$ cat src/design/bsl_pkg.sv
// ----------------------------------------------------------------------------
// bsl_pkg: shared types and constants of the byte stream lexer
// Token kinds, scan modes, payload structs and the keyword table.
// ----------------------------------------------------------------------------
`default_nettype none
package bsl_pkg;

  localparam int KEYWORD_CHARS_DEF = 8;
  localparam int LINE_BITS_DEF     = 16;
  localparam int COLUMN_BITS_DEF   = 12;
  localparam int LEN_BITS          = 12;
  localparam int KIND_BITS         = 6;
  localparam int OUT_LINE_BITS     = 16;
  localparam int OUT_COL_BITS      = 12;
  localparam int NUM_KEYWORDS      = 18;
  localparam int KW_MAX_LEN        = 8;

  localparam logic [LEN_BITS-1:0] LENGTH_MAX = '1;

  localparam logic [7:0] CH_UNDER = 8'h5f;
  localparam logic [7:0] CH_MINUS = 8'h2d;
  localparam logic [7:0] CH_PLUS  = 8'h2b;
  localparam logic [7:0] CH_AMP   = 8'h26;
  localparam logic [7:0] CH_BAR   = 8'h7c;
  localparam logic [7:0] CH_BANG  = 8'h21;
  localparam logic [7:0] CH_EQ    = 8'h3d;
  localparam logic [7:0] CH_LT    = 8'h3c;
  localparam logic [7:0] CH_GT    = 8'h3e;
  localparam logic [7:0] CH_QUOTE = 8'h22;
  localparam logic [7:0] CH_BSL   = 8'h5c;
  localparam logic [7:0] CH_NL    = 8'h0a;

  typedef enum logic [KIND_BITS-1:0] {
    K_FUNC = 6'd0, K_IDENT = 6'd18, K_INT = 6'd19, K_STRING = 6'd20,
    K_ASSIGN = 6'd21, K_EQEQ = 6'd22, K_NE = 6'd23, K_PLUS = 6'd24,
    K_MINUS = 6'd25, K_STAR = 6'd26, K_SLASH = 6'd27, K_PCT = 6'd28,
    K_LT = 6'd29, K_LE = 6'd30, K_GT = 6'd31, K_GE = 6'd32, K_AND = 6'd33,
    K_OR = 6'd34, K_NOT = 6'd35, K_LPAR = 6'd36, K_RPAR = 6'd37,
    K_LBRACE = 6'd38, K_RBRACE = 6'd39, K_SEMI = 6'd40, K_COLON = 6'd41,
    K_COMMA = 6'd42, K_INVALID = 6'd43, K_UNTERM = 6'd44, K_EOF = 6'd45
  } kind_t;

  typedef enum logic [2:0] {
    M_IDLE, M_IDENT, M_NUMBER, M_SIGN, M_OP, M_STR_OPEN, M_STR, M_ESC
  } mode_t;

  typedef struct packed {
    logic [7:0] source_byte;
    logic       end_of_input;
  } in_item_t;

  typedef struct packed {
    logic [KIND_BITS-1:0]     token_kind;
    logic [OUT_LINE_BITS-1:0] tok_line;
    logic [OUT_COL_BITS-1:0]  tok_col;
    logic [LEN_BITS-1:0]      token_length;
    logic                     last_of_run;
  } out_item_t;

  // one classified request handed from front to back: up to two tokens
  typedef struct packed {
    logic      first_vld;
    out_item_t first;
    logic      second_vld;
    out_item_t second;
  } pair_t;

  function automatic logic [8*KW_MAX_LEN-1:0] kw_text(input logic [4:0] k);
    case (k)
      5'd0:  kw_text = {"func", 32'h0};
      5'd1:  kw_text = {"if", 48'h0};
      5'd2:  kw_text = {"elif", 32'h0};
      5'd3:  kw_text = {"else", 32'h0};
      5'd4:  kw_text = {"return", 16'h0};
      5'd5:  kw_text = {"print", 24'h0};
      5'd6:  kw_text = {"for", 40'h0};
      5'd7:  kw_text = {"while", 24'h0};
      5'd8:  kw_text = {"break", 24'h0};
      5'd9:  kw_text = "continue";
      5'd10: kw_text = {"null", 32'h0};
      5'd11: kw_text = {"true", 32'h0};
      5'd12: kw_text = {"false", 24'h0};
      5'd13: kw_text = {"int", 40'h0};
      5'd14: kw_text = {"float", 24'h0};
      5'd15: kw_text = {"string", 16'h0};
      5'd16: kw_text = {"bool", 32'h0};
      5'd17: kw_text = {"void", 32'h0};
      default: kw_text = '0;
    endcase
  endfunction

  function automatic logic [3:0] kw_len(input logic [4:0] k);
    case (k)
      5'd0, 5'd2, 5'd3, 5'd10, 5'd11, 5'd16, 5'd17: kw_len = 4'd4;
      5'd1:                                         kw_len = 4'd2;
      5'd4, 5'd15:                                  kw_len = 4'd6;
      5'd5, 5'd7, 5'd8, 5'd12, 5'd14:               kw_len = 4'd5;
      5'd6, 5'd13:                                  kw_len = 4'd3;
      5'd9:                                         kw_len = 4'd8;
      default:                                      kw_len = 4'd0;
    endcase
  endfunction

  function automatic logic is_letter(input logic [7:0] c);
    is_letter = (c >= "a" && c <= "z") || (c >= "A" && c <= "Z") || c == CH_UNDER;
  endfunction

  function automatic logic is_digit(input logic [7:0] c);
    is_digit = c >= "0" && c <= "9";
  endfunction

endpackage
`default_nettype wire

$ cat src/design/byte_stream_lexer.sv
// ----------------------------------------------------------------------------
// byte_stream_lexer: byte-serial source lexer
// Channel  Dir  Payload
// in_      in   source_byte, end_of_input
// out_     out  token kind, start line/column, length, last_of_run
// One byte accepted per cycle while in_stall is low; the scanner state is registered.
// A byte that yields two tokens occupies the output for both, first then second.
// Results appear in the cycle after the byte at the earliest (queue read).
// Reset is synchronous; the two-entry queue fills before in_stall rises.
// ----------------------------------------------------------------------------
`default_nettype none
module byte_stream_lexer #(
  parameter int KEYWORD_CHARS = bsl_pkg::KEYWORD_CHARS_DEF,
  parameter int LINE_BITS     = bsl_pkg::LINE_BITS_DEF,
  parameter int COLUMN_BITS   = bsl_pkg::COLUMN_BITS_DEF
) (
  input  wire logic              clk,
  input  wire logic              rst_n,
  input  wire logic              in_valid,
  output logic                   in_stall,
  input  wire bsl_pkg::in_item_t in_data,
  output logic                   out_valid,
  input  wire logic              out_stall,
  output bsl_pkg::out_item_t     out_data
);
  import bsl_pkg::*;

  logic  req_vld, q_full, q_vld, q_take;
  pair_t req_data, q_data;

  bsl_front #(
    .KEYWORD_CHARS(KEYWORD_CHARS), .LINE_BITS(LINE_BITS), .COLUMN_BITS(COLUMN_BITS)
  ) u_front (
    .clk, .rst_n, .in_valid, .in_stall, .in_data,
    .req_vld, .req_full(q_full), .req_data
  );

  bsl_queue u_queue (
    .clk, .rst_n, .wr_vld(req_vld), .wr_data(req_data), .full(q_full),
    .rd_vld(q_vld), .rd_take(q_take), .rd_data(q_data)
  );

  bsl_back u_back (
    .clk, .rst_n, .rd_vld(q_vld), .rd_take(q_take), .rd_data(q_data),
    .out_valid, .out_stall, .out_data
  );

endmodule
`default_nettype wire

$ cat src/design/bsl_front.sv
// ----------------------------------------------------------------------------
// bsl_front: scanner state and token classification
// Tracks position and scan mode, one byte per cycle unless the queue is full; emits up to two tokens.
// ----------------------------------------------------------------------------
`default_nettype none
module bsl_front #(
  parameter int KEYWORD_CHARS = bsl_pkg::KEYWORD_CHARS_DEF,
  parameter int LINE_BITS     = bsl_pkg::LINE_BITS_DEF,
  parameter int COLUMN_BITS   = bsl_pkg::COLUMN_BITS_DEF
) (
  input  wire logic             clk,
  input  wire logic             rst_n,
  input  wire logic             in_valid,
  output logic                  in_stall,
  input  wire bsl_pkg::in_item_t in_data,
  output logic                  req_vld,
  input  wire logic             req_full,
  output bsl_pkg::pair_t        req_data
);
  import bsl_pkg::*;

  localparam int KB = (KEYWORD_CHARS > 1) ? $clog2(KEYWORD_CHARS) : 1;

  mode_t                  mode_r, mode_nxt;
  logic [7:0]             pend_r, pend_nxt;
  logic [7:0]             kbuf_r [KEYWORD_CHARS];
  logic [7:0]             kbuf_nxt [KEYWORD_CHARS];
  logic [LEN_BITS-1:0]    run_r, run_nxt;
  logic [LINE_BITS-1:0]   tline_r, tline_nxt, cline_r, cline_nxt;
  logic [COLUMN_BITS-1:0] tcol_r, tcol_nxt, ccol_r, ccol_nxt;

  logic       acc;
  logic [7:0] c;
  logic       eoi;
  logic       e0, e1;
  out_item_t  t0, t1;
  logic [LEN_BITS-1:0] run_inc;
  logic [KIND_BITS-1:0] id_kind;

  assign in_stall = req_full;
  assign acc      = in_valid && !req_full;
  assign c        = in_data.source_byte;
  assign eoi      = in_data.end_of_input;
  assign run_inc  = (run_r == LENGTH_MAX) ? run_r : run_r + 1'b1;

  function automatic out_item_t mk(input logic [KIND_BITS-1:0] k,
                                   input logic [LINE_BITS-1:0] l,
                                   input logic [COLUMN_BITS-1:0] col,
                                   input logic [LEN_BITS-1:0] n);
    out_item_t o;
    o.token_kind   = k;
    o.tok_line     = OUT_LINE_BITS'(l);
    o.tok_col      = OUT_COL_BITS'(col);
    o.token_length = n;
    o.last_of_run  = 1'b0;
    return o;
  endfunction

  // parallel keyword compare
  always_comb begin
    logic same;
    logic [8*KW_MAX_LEN-1:0] kw_word;
    id_kind = K_IDENT;
    for (int k = NUM_KEYWORDS - 1; k >= 0; k--) begin
      kw_word = kw_text(5'(k));
      same = (run_r == LEN_BITS'(kw_len(5'(k))));
      for (int i = 0; i < KW_MAX_LEN; i++) begin
        if (i < KEYWORD_CHARS && i < int'(kw_len(5'(k))))
          if (kbuf_r[i] != kw_word[8*(KW_MAX_LEN-1-i) +: 8]) same = 1'b0;
      end
      if (same) id_kind = KIND_BITS'(k);
    end
  end

  always_comb begin
    logic flush, fresh, f_emit;
    logic [KIND_BITS-1:0] fk, pk;
    out_item_t ft, st;
    mode_nxt  = mode_r;
    pend_nxt  = pend_r;
    kbuf_nxt  = kbuf_r;
    run_nxt   = run_r;
    tline_nxt = tline_r;
    tcol_nxt  = tcol_r;
    cline_nxt = cline_r;
    ccol_nxt  = ccol_r;
    flush = 1'b0;
    fresh = 1'b0;
    f_emit = 1'b0;
    fk = K_INVALID;
    pk = '0;
    ft = '0;
    st = '0;
    e0 = 1'b0;
    e1 = 1'b0;
    t0 = '0;
    t1 = '0;

    // pending token as it would flush now
    case (mode_r)
      M_IDENT:  begin f_emit = 1'b1; ft = mk(id_kind, tline_r, tcol_r, run_r); end
      M_NUMBER: begin f_emit = 1'b1; ft = mk(K_INT, tline_r, tcol_r, run_r); end
      M_SIGN: begin
        f_emit = 1'b1;
        ft = mk((pend_r == CH_PLUS) ? K_PLUS : K_MINUS, tline_r, tcol_r, LEN_BITS'(1));
      end
      M_OP: begin
        f_emit = 1'b1;
        case (pend_r)
          CH_EQ:   fk = K_ASSIGN;
          CH_BANG: fk = K_NOT;
          CH_LT:   fk = K_LT;
          CH_GT:   fk = K_GT;
          default: fk = K_INVALID;
        endcase
        ft = mk(fk, tline_r, tcol_r, LEN_BITS'(1));
      end
      M_STR_OPEN, M_STR, M_ESC: begin
        f_emit = 1'b1; ft = mk(K_UNTERM, tline_r, tcol_r, run_r);
      end
      default: f_emit = 1'b0;
    endcase

    if (eoi) begin
      e0 = f_emit;
      t0 = ft;
      e1 = 1'b1;
      t1 = mk(K_EOF, cline_r, ccol_r, '0);
      mode_nxt  = M_IDLE;
      pend_nxt  = '0;
      for (int i = 0; i < KEYWORD_CHARS; i++) kbuf_nxt[i] = '0;
      run_nxt   = '0;
      tline_nxt = LINE_BITS'(1);
      tcol_nxt  = '0;
      cline_nxt = LINE_BITS'(1);
      ccol_nxt  = '0;
    end else begin
      if (c == CH_NL) begin
        if (cline_r != '1) cline_nxt = cline_r + 1'b1;
        ccol_nxt = '0;
      end else if (ccol_r != '1) begin
        ccol_nxt = ccol_r + 1'b1;
      end

      case (mode_r)
        M_IDENT:
          if (is_letter(c) || is_digit(c)) begin
            if (run_r < LEN_BITS'(KEYWORD_CHARS)) kbuf_nxt[run_r[KB-1:0]] = c;
            run_nxt = run_inc;
          end else begin
            flush = 1'b1; fresh = 1'b1;
          end
        M_NUMBER:
          if (is_digit(c)) run_nxt = run_inc;
          else begin flush = 1'b1; fresh = 1'b1; end
        M_SIGN:
          if (is_digit(c)) begin run_nxt = LEN_BITS'(2); mode_nxt = M_NUMBER; end
          else begin flush = 1'b1; fresh = 1'b1; end
        M_OP: begin
          if (c == CH_EQ && pend_r == CH_EQ) pk = K_EQEQ;
          else if (c == CH_EQ && pend_r == CH_BANG) pk = K_NE;
          else if (c == CH_AMP && pend_r == CH_AMP) pk = K_AND;
          else if (c == CH_BAR && pend_r == CH_BAR) pk = K_OR;
          else if (c == CH_EQ && pend_r == CH_LT) pk = K_LE;
          else if (c == CH_EQ && pend_r == CH_GT) pk = K_GE;
          if (pk != '0) begin
            e0 = 1'b1;
            t0 = mk(pk, tline_r, tcol_r, LEN_BITS'(2));
            mode_nxt = M_IDLE;
          end else begin
            flush = 1'b1; fresh = 1'b1;
          end
        end
        M_STR_OPEN, M_STR: begin
          if (mode_r == M_STR_OPEN) begin
            tline_nxt = cline_nxt;
            tcol_nxt  = ccol_nxt;
            mode_nxt  = M_STR;
          end
          if (c == CH_QUOTE) begin
            e0 = 1'b1;
            t0 = mk(K_STRING, tline_nxt, tcol_nxt, run_r);
            mode_nxt = M_IDLE;
          end else begin
            run_nxt = run_inc;
            if (c == CH_BSL) mode_nxt = M_ESC;
          end
        end
        M_ESC: begin run_nxt = run_inc; mode_nxt = M_STR; end
        default: fresh = 1'b1;
      endcase

      if (flush) begin
        e0 = f_emit;
        t0 = ft;
      end

      if (fresh) begin
        mode_nxt = M_IDLE;
        if (c == " " || c == 8'h09 || c == 8'h0d || c == CH_NL) begin
          mode_nxt = M_IDLE;
        end else if (is_letter(c)) begin
          tline_nxt = cline_nxt; tcol_nxt = ccol_nxt;
          for (int i = 0; i < KEYWORD_CHARS; i++) kbuf_nxt[i] = '0;
          kbuf_nxt[0] = c;
          run_nxt = LEN_BITS'(1);
          mode_nxt = M_IDENT;
        end else if (is_digit(c)) begin
          tline_nxt = cline_nxt; tcol_nxt = ccol_nxt;
          run_nxt = LEN_BITS'(1);
          mode_nxt = M_NUMBER;
        end else if (c == CH_PLUS || c == CH_MINUS) begin
          tline_nxt = cline_nxt; tcol_nxt = ccol_nxt;
          pend_nxt = c;
          mode_nxt = M_SIGN;
        end else if (c == CH_QUOTE) begin
          tline_nxt = cline_nxt; tcol_nxt = ccol_nxt;
          run_nxt = '0;
          mode_nxt = M_STR_OPEN;
        end else if (c == CH_EQ || c == CH_BANG || c == CH_AMP || c == CH_BAR ||
                     c == CH_LT || c == CH_GT) begin
          tline_nxt = cline_nxt; tcol_nxt = ccol_nxt;
          pend_nxt = c;
          mode_nxt = M_OP;
        end else begin
          case (c)
            "*":     fk = K_STAR;
            "/":     fk = K_SLASH;
            "%":     fk = K_PCT;
            "(":     fk = K_LPAR;
            ")":     fk = K_RPAR;
            "{":     fk = K_LBRACE;
            "}":     fk = K_RBRACE;
            ";":     fk = K_SEMI;
            ":":     fk = K_COLON;
            ",":     fk = K_COMMA;
            default: fk = K_INVALID;
          endcase
          st = mk(fk, cline_nxt, ccol_nxt, LEN_BITS'(1));
          if (e0) begin e1 = 1'b1; t1 = st; end
          else begin e0 = 1'b1; t0 = st; end
        end
      end
    end
  end

  always_ff @(posedge clk) begin
    if (!rst_n) begin
      mode_r  <= M_IDLE;
      pend_r  <= '0;
      for (int i = 0; i < KEYWORD_CHARS; i++) kbuf_r[i] <= '0;
      run_r   <= '0;
      tline_r <= LINE_BITS'(1);
      tcol_r  <= '0;
      cline_r <= LINE_BITS'(1);
      ccol_r  <= '0;
    end else if (acc) begin
      mode_r  <= mode_nxt;
      pend_r  <= pend_nxt;
      kbuf_r  <= kbuf_nxt;
      run_r   <= run_nxt;
      tline_r <= tline_nxt;
      tcol_r  <= tcol_nxt;
      cline_r <= cline_nxt;
      ccol_r  <= ccol_nxt;
    end
  end

  always_comb begin
    req_vld  = acc && (e0 || e1);
    req_data.first_vld  = e0;
    req_data.first      = t0;
    req_data.first.last_of_run = !e1;
    req_data.second_vld = e1;
    req_data.second     = t1;
    req_data.second.last_of_run = 1'b1;
  end

endmodule
`default_nettype wire

$ cat src/design/bsl_queue.sv
// ----------------------------------------------------------------------------
// bsl_queue: two-entry request queue between front and back
// Holds classified token pairs so each side stalls on its own.
// ----------------------------------------------------------------------------
`default_nettype none
module bsl_queue (
  input  wire logic           clk,
  input  wire logic           rst_n,
  input  wire logic           wr_vld,
  input  wire bsl_pkg::pair_t wr_data,
  output logic                full,
  output logic                rd_vld,
  input  wire logic           rd_take,
  output bsl_pkg::pair_t      rd_data
);
  import bsl_pkg::*;

  pair_t      mem_r [2];
  logic       wp_r, rp_r;
  logic [1:0] cnt_r;
  logic       wr, rd;

  assign full    = cnt_r == 2'd2;
  assign rd_vld  = cnt_r != 2'd0;
  assign rd_data = mem_r[rp_r];
  assign wr      = wr_vld && !full;
  assign rd      = rd_take && rd_vld;

  always_ff @(posedge clk) begin
    if (wr) mem_r[wp_r] <= wr_data;
  end

  always_ff @(posedge clk) begin
    if (!rst_n) begin
      wp_r  <= 1'b0;
      rp_r  <= 1'b0;
      cnt_r <= '0;
    end else begin
      if (wr) wp_r <= !wp_r;
      if (rd) rp_r <= !rp_r;
      cnt_r <= cnt_r + {1'b0, wr} - {1'b0, rd};
    end
  end

endmodule
`default_nettype wire

$ cat src/design/bsl_back.sv
// ----------------------------------------------------------------------------
// bsl_back: token emitter
// Unpacks each queued request into one or two result tokens.
// ----------------------------------------------------------------------------
`default_nettype none
module bsl_back (
  input  wire logic           clk,
  input  wire logic           rst_n,
  input  wire logic           rd_vld,
  output logic                rd_take,
  input  wire bsl_pkg::pair_t rd_data,
  output logic                out_valid,
  input  wire logic           out_stall,
  output bsl_pkg::out_item_t  out_data
);
  import bsl_pkg::*;

  // index of the token being shown: 0 = first (second if there is no first), 1 = second
  logic sel_r;
  logic cur_last;
  logic fire;

  assign out_valid = rd_vld;
  assign out_data  = (sel_r || !rd_data.first_vld) ? rd_data.second : rd_data.first;
  assign cur_last  = sel_r || !rd_data.first_vld || !rd_data.second_vld;
  assign fire      = rd_vld && !out_stall;
  assign rd_take   = fire && cur_last;

  always_ff @(posedge clk) begin
    if (!rst_n) sel_r <= 1'b0;
    else if (fire) sel_r <= !cur_last;
  end

endmodule
`default_nettype wire

$ cat config.mk
export PLATFORM = sky130hd
export DESIGN_NAME = byte_stream_lexer
export DESIGN_NICKNAME = d
export VERILOG_FILES = /design/src/design/bsl_pkg.sv /design/src/design/byte_stream_lexer.sv /design/src/design/bsl_front.sv /design/src/design/bsl_queue.sv /design/src/design/bsl_back.sv
export SDC_FILE = /design/constraint.sdc
export NUM_CORES = 1
export LEC_CHECK = 0
export ABC_AREA = 1
export BUFFER_PORTS_ARGS = -buffer_cell sky130_fd_sc_hd__buf_4
export CORE_ASPECT_RATIO = 0.5
export CORE_MARGIN = 2
export CORE_UTILIZATION = 30
export CTS_BUF_LIST = sky130_fd_sc_hd__clkbuf_8
export DETAILED_ROUTE_END_ITERATION = 6
export GPL_ROUTABILITY_DRIVEN = 0
export MAX_ROUTING_LAYER = met4
export SLEW_MARGIN = 30
export SYNTH_ARGS = -nofsm -noshare
export SYNTH_HDL_FRONTEND = slang
export SYNTH_SLANG_ARGS = --single-unit
$ cat constraint.sdc
create_clock -name clk -period 16.6 [get_ports clk]
set_input_delay 0 -clock clk [delete_from_list [all_inputs] [get_ports clk]]
set_output_delay 0 -clock clk [all_outputs]
set_load 0.01 [all_outputs]
==> out/metrics.yaml <==
worst_setup_path:
  worstPathMaxFanout: 49
  worstPathRequired_ns: 16.83
  end_kind: "flop"
  crit_type: "primary input to flop"
  worst_ep_arrival_time_ns: 4.67
  critPathLaunchType: "primary input"
synthesis:
  ys_async_sr_fraction: 0
  yosysWarnings: 0
  synth.area.top_cells: "edfxtp_1, dfxtp_1, nand2_1, nand3_1, a21oi_1"
  yosysTopAreaCellShare: 0.2655
  synth-adder-area-share: 0.005267
  synth_top_family_by_area: "simple AND/OR/NAND/NOR gates"
  yosysMostFrequentCell: "nand2_1"
  avgSynthCellArea_um2: 7.198
  synth.largest_area_cell: "edfxtp_1"
  synthSimpleGateAreaFrac: 0.3199
  synthXorXnorAreaFrac: 0.005992
  syn-num-nets: 2661
  ys_seq_elements: 317
  synth_compound_area_frac: 0.1476
  synth_area_um2: 19000
  ys.flop_type: "edfxtp_1"
  ys_types: 51
  synth-seq-area-share: 0.4224
  synthCells: 2640
  synth_commonest_cells: "nand2_1, inv_1, nand3_1"
  synthMuxAreaShare: 0.01896
  synth_edf_count: 168
sta:
  relSlewSlack: 0.3559
  skew_ns: 0.03649
  worst_hold_slack_ns: 0.06100
  setup_ws_ns: 12.16
  tns_ns: 0
  setup-violations-final: 0
  max_freq_mhz: 225.4
  rsz0062_at_grt: "no"
  period_share: 0.2673
  finalHoldViolCount: 0
  maxSlewViolCount: 0
  fin_crit_ns: 4.437
  worst_pin_slew_ns: 0.9602
final_layout:
  finish.utilization: 0.3367
  final_cell_count_no_fill: 3510
  layout-drive-gt1-share: 0.09989
  nets: 2658
  fin_area_um2: 21170
  synthToLayoutAreaGrowth_pct: 11.38
  diodes: 0
grt:
  track_usage: 0.1847
  grtUsageMet3: 0.02677
  grt_max_degree: 83
  grt_overflow: 0
  grt_first_pass_wirelength_um: 95060
  grt_busiest_layer: "met2"
  grt_pass1_vias: 17120
  met2_usage: 0.2855
  grt_use_met1: 0.2491
  antenna_found_initial: 0
clocking:
  clk_pin_slew_ns: 0.06
  cts_tree: "done"
  postCtsResizedCells: 0
  clockRootBuffer: "clkbuf_8"
  cts_num_sinks: 317
  clockBufferDepth: 3
  cts_made_buffers: 49
  insertion_delay_ns: 0.63
  post-cts-setup-buffer-count: 0
  h-tree-depth: 2
power:
  leakage_nw: 7.859
  power.share.sequential: 0.419
  power_density_nw_per_um2: 106.4
  power_switching_uw: 782.8
  p_comb_frac: 0.279
  clkPwrFrac: 0.302
  p_int_mw: 1.470
  p_sw_frac: 0.3475
  ir_worst_vdd_uv: 59.73
  finalPower_mw: 2.253
job:
  drv_cap: 0
placed_design:
  dp.cells: 3413
  place_ws_ns: 12.10
  hpwl_um: 39200
  portBuffers: 61
  dpl-instance-area_um2: 20100
floorplan:
  start_util: 0.3023
  die-area_um2: 65490
  num_rows: 65
  die_y_um: 182.0
  ios: 62
  die_width_um: 359.9
  core_area_um2: 62870
routing:
  drc: 0
  firstDrtPassIters: 6
  num_vias: 18440
  vias_per_cell: 5.252
  antenna_left: 0
  wl_per_cell_um: 17.10
  drt_iter0_markers: 1930
  routed_wl_um: 60040
hold_path:
  hp-class: "primary input to flop"
run_status:
  status: "completed"
state kept, by name, indices dropped and copies added (netlist names), named ones only:
register and cells:
u_front.mode_r 3, u_front.tcol_r 12, u_front.cline_r 16, u_queue.wp_r 1
u_queue.cnt_r 2, u_back.sel_r 1, u_queue.rp_r 1, u_front.pend_r 8
u_front.run_r 12, u_front.tline_r 16, u_front.kbuf_r 64, u_front.ccol_r 12
u_queue.mem_r 168
kinds of logic (layout without fill, tap and decap cells):
logic type,count (synthesis),in the layout
adder cells (fa/ha/maj),8,8
flip-flops,317,317
AND/OR/NAND/NOR,1388,1388
multiplexers,36,36
XOR/XNOR,13,13
AO/OA/AOI/OAI,496,496
buffers and inverters,382,415
placed cells by master (no fill, tap or decap), types with 12 or more instances in the layout:
master,n
nand2_1,740
inv_1,231
nand3_1,216
nor2_1,203
a21oi_1,196
edfxtp_1,168
dfxtp_1,148
o21ai_0,135
buf_4,82
or2_2,61
nor3_1,58
clkbuf_8,54
nand4_1,50
o211ai_1,46
mux2i_1,36
o22ai_1,36
o21ai_1,32
o2111ai_1,28
inv_2,17
xor2_1,12
critical path, cell delays in order:
cell and delay [ns]:
dlygate4sd3_1 0.53, buf_4 0.17, inv_2 0.22, nand3_2 0.17, inv_2 0.18, nand3_2 0.16
inv_1 0.68, nand2_1 0.60, nand2_1 0.32, nor2_4 0.07, nand3_1 0.14, nand3_1 0.13
clkinv_2 0.52, buf_4 0.66
per-layer routing:
metal,vias up,share of wire
li1,8907,-
met1,8687,0.46
met2,702,0.45
met3,140,0.066
met4,0,0.031
met5,-,0
power by group through the flow:
stage                     Sequential (mW)  Clock, mW  Combinational [mW]
after floorplan                     0.952          0               0.381
after global placement              0.958          0               0.632
after detailed placement            0.961          0               0.638
after CTS                           0.944      0.695               0.642
after global routing                0.951      0.728               0.693
final                               0.944      0.680               0.629
final cells by class:
class	count	area (µm²)
clock buffer	54	743.2
clock inverter	33	224.0
fill	6632	41700
inverter	236	889.6
multi-input combinational	1941	9514
sequential	317	8031
tap	837	1047
timing repair buffer	92	715.7
repair_timing:
action | CTS | global route
hold buffers | 10 | 0
endpoints found under the hold margin | 52 | 0
endpoints found under the setup margin | 0 | 0
worst paths after layout:
| kind | startpoint | to | slack (ns) | cells past startpoint |
|---|---|---|---|---|
| max reg2reg | u_front.mode_r[1] | u_queue.mem_r[1][59] | 12.44 | 11 |
| max | in_data[5] | u_queue.mem_r[1][59] | 12.16 | 14 |
| min reg2reg | u_queue.cnt_r[1] | u_queue.cnt_r[1] | 0.46 | 1 |
| min | in_data[0] | u_queue.mem_r[1][91] | 0.06 | 3 |
Note: power is estimated with default switching activity, not from simulation.
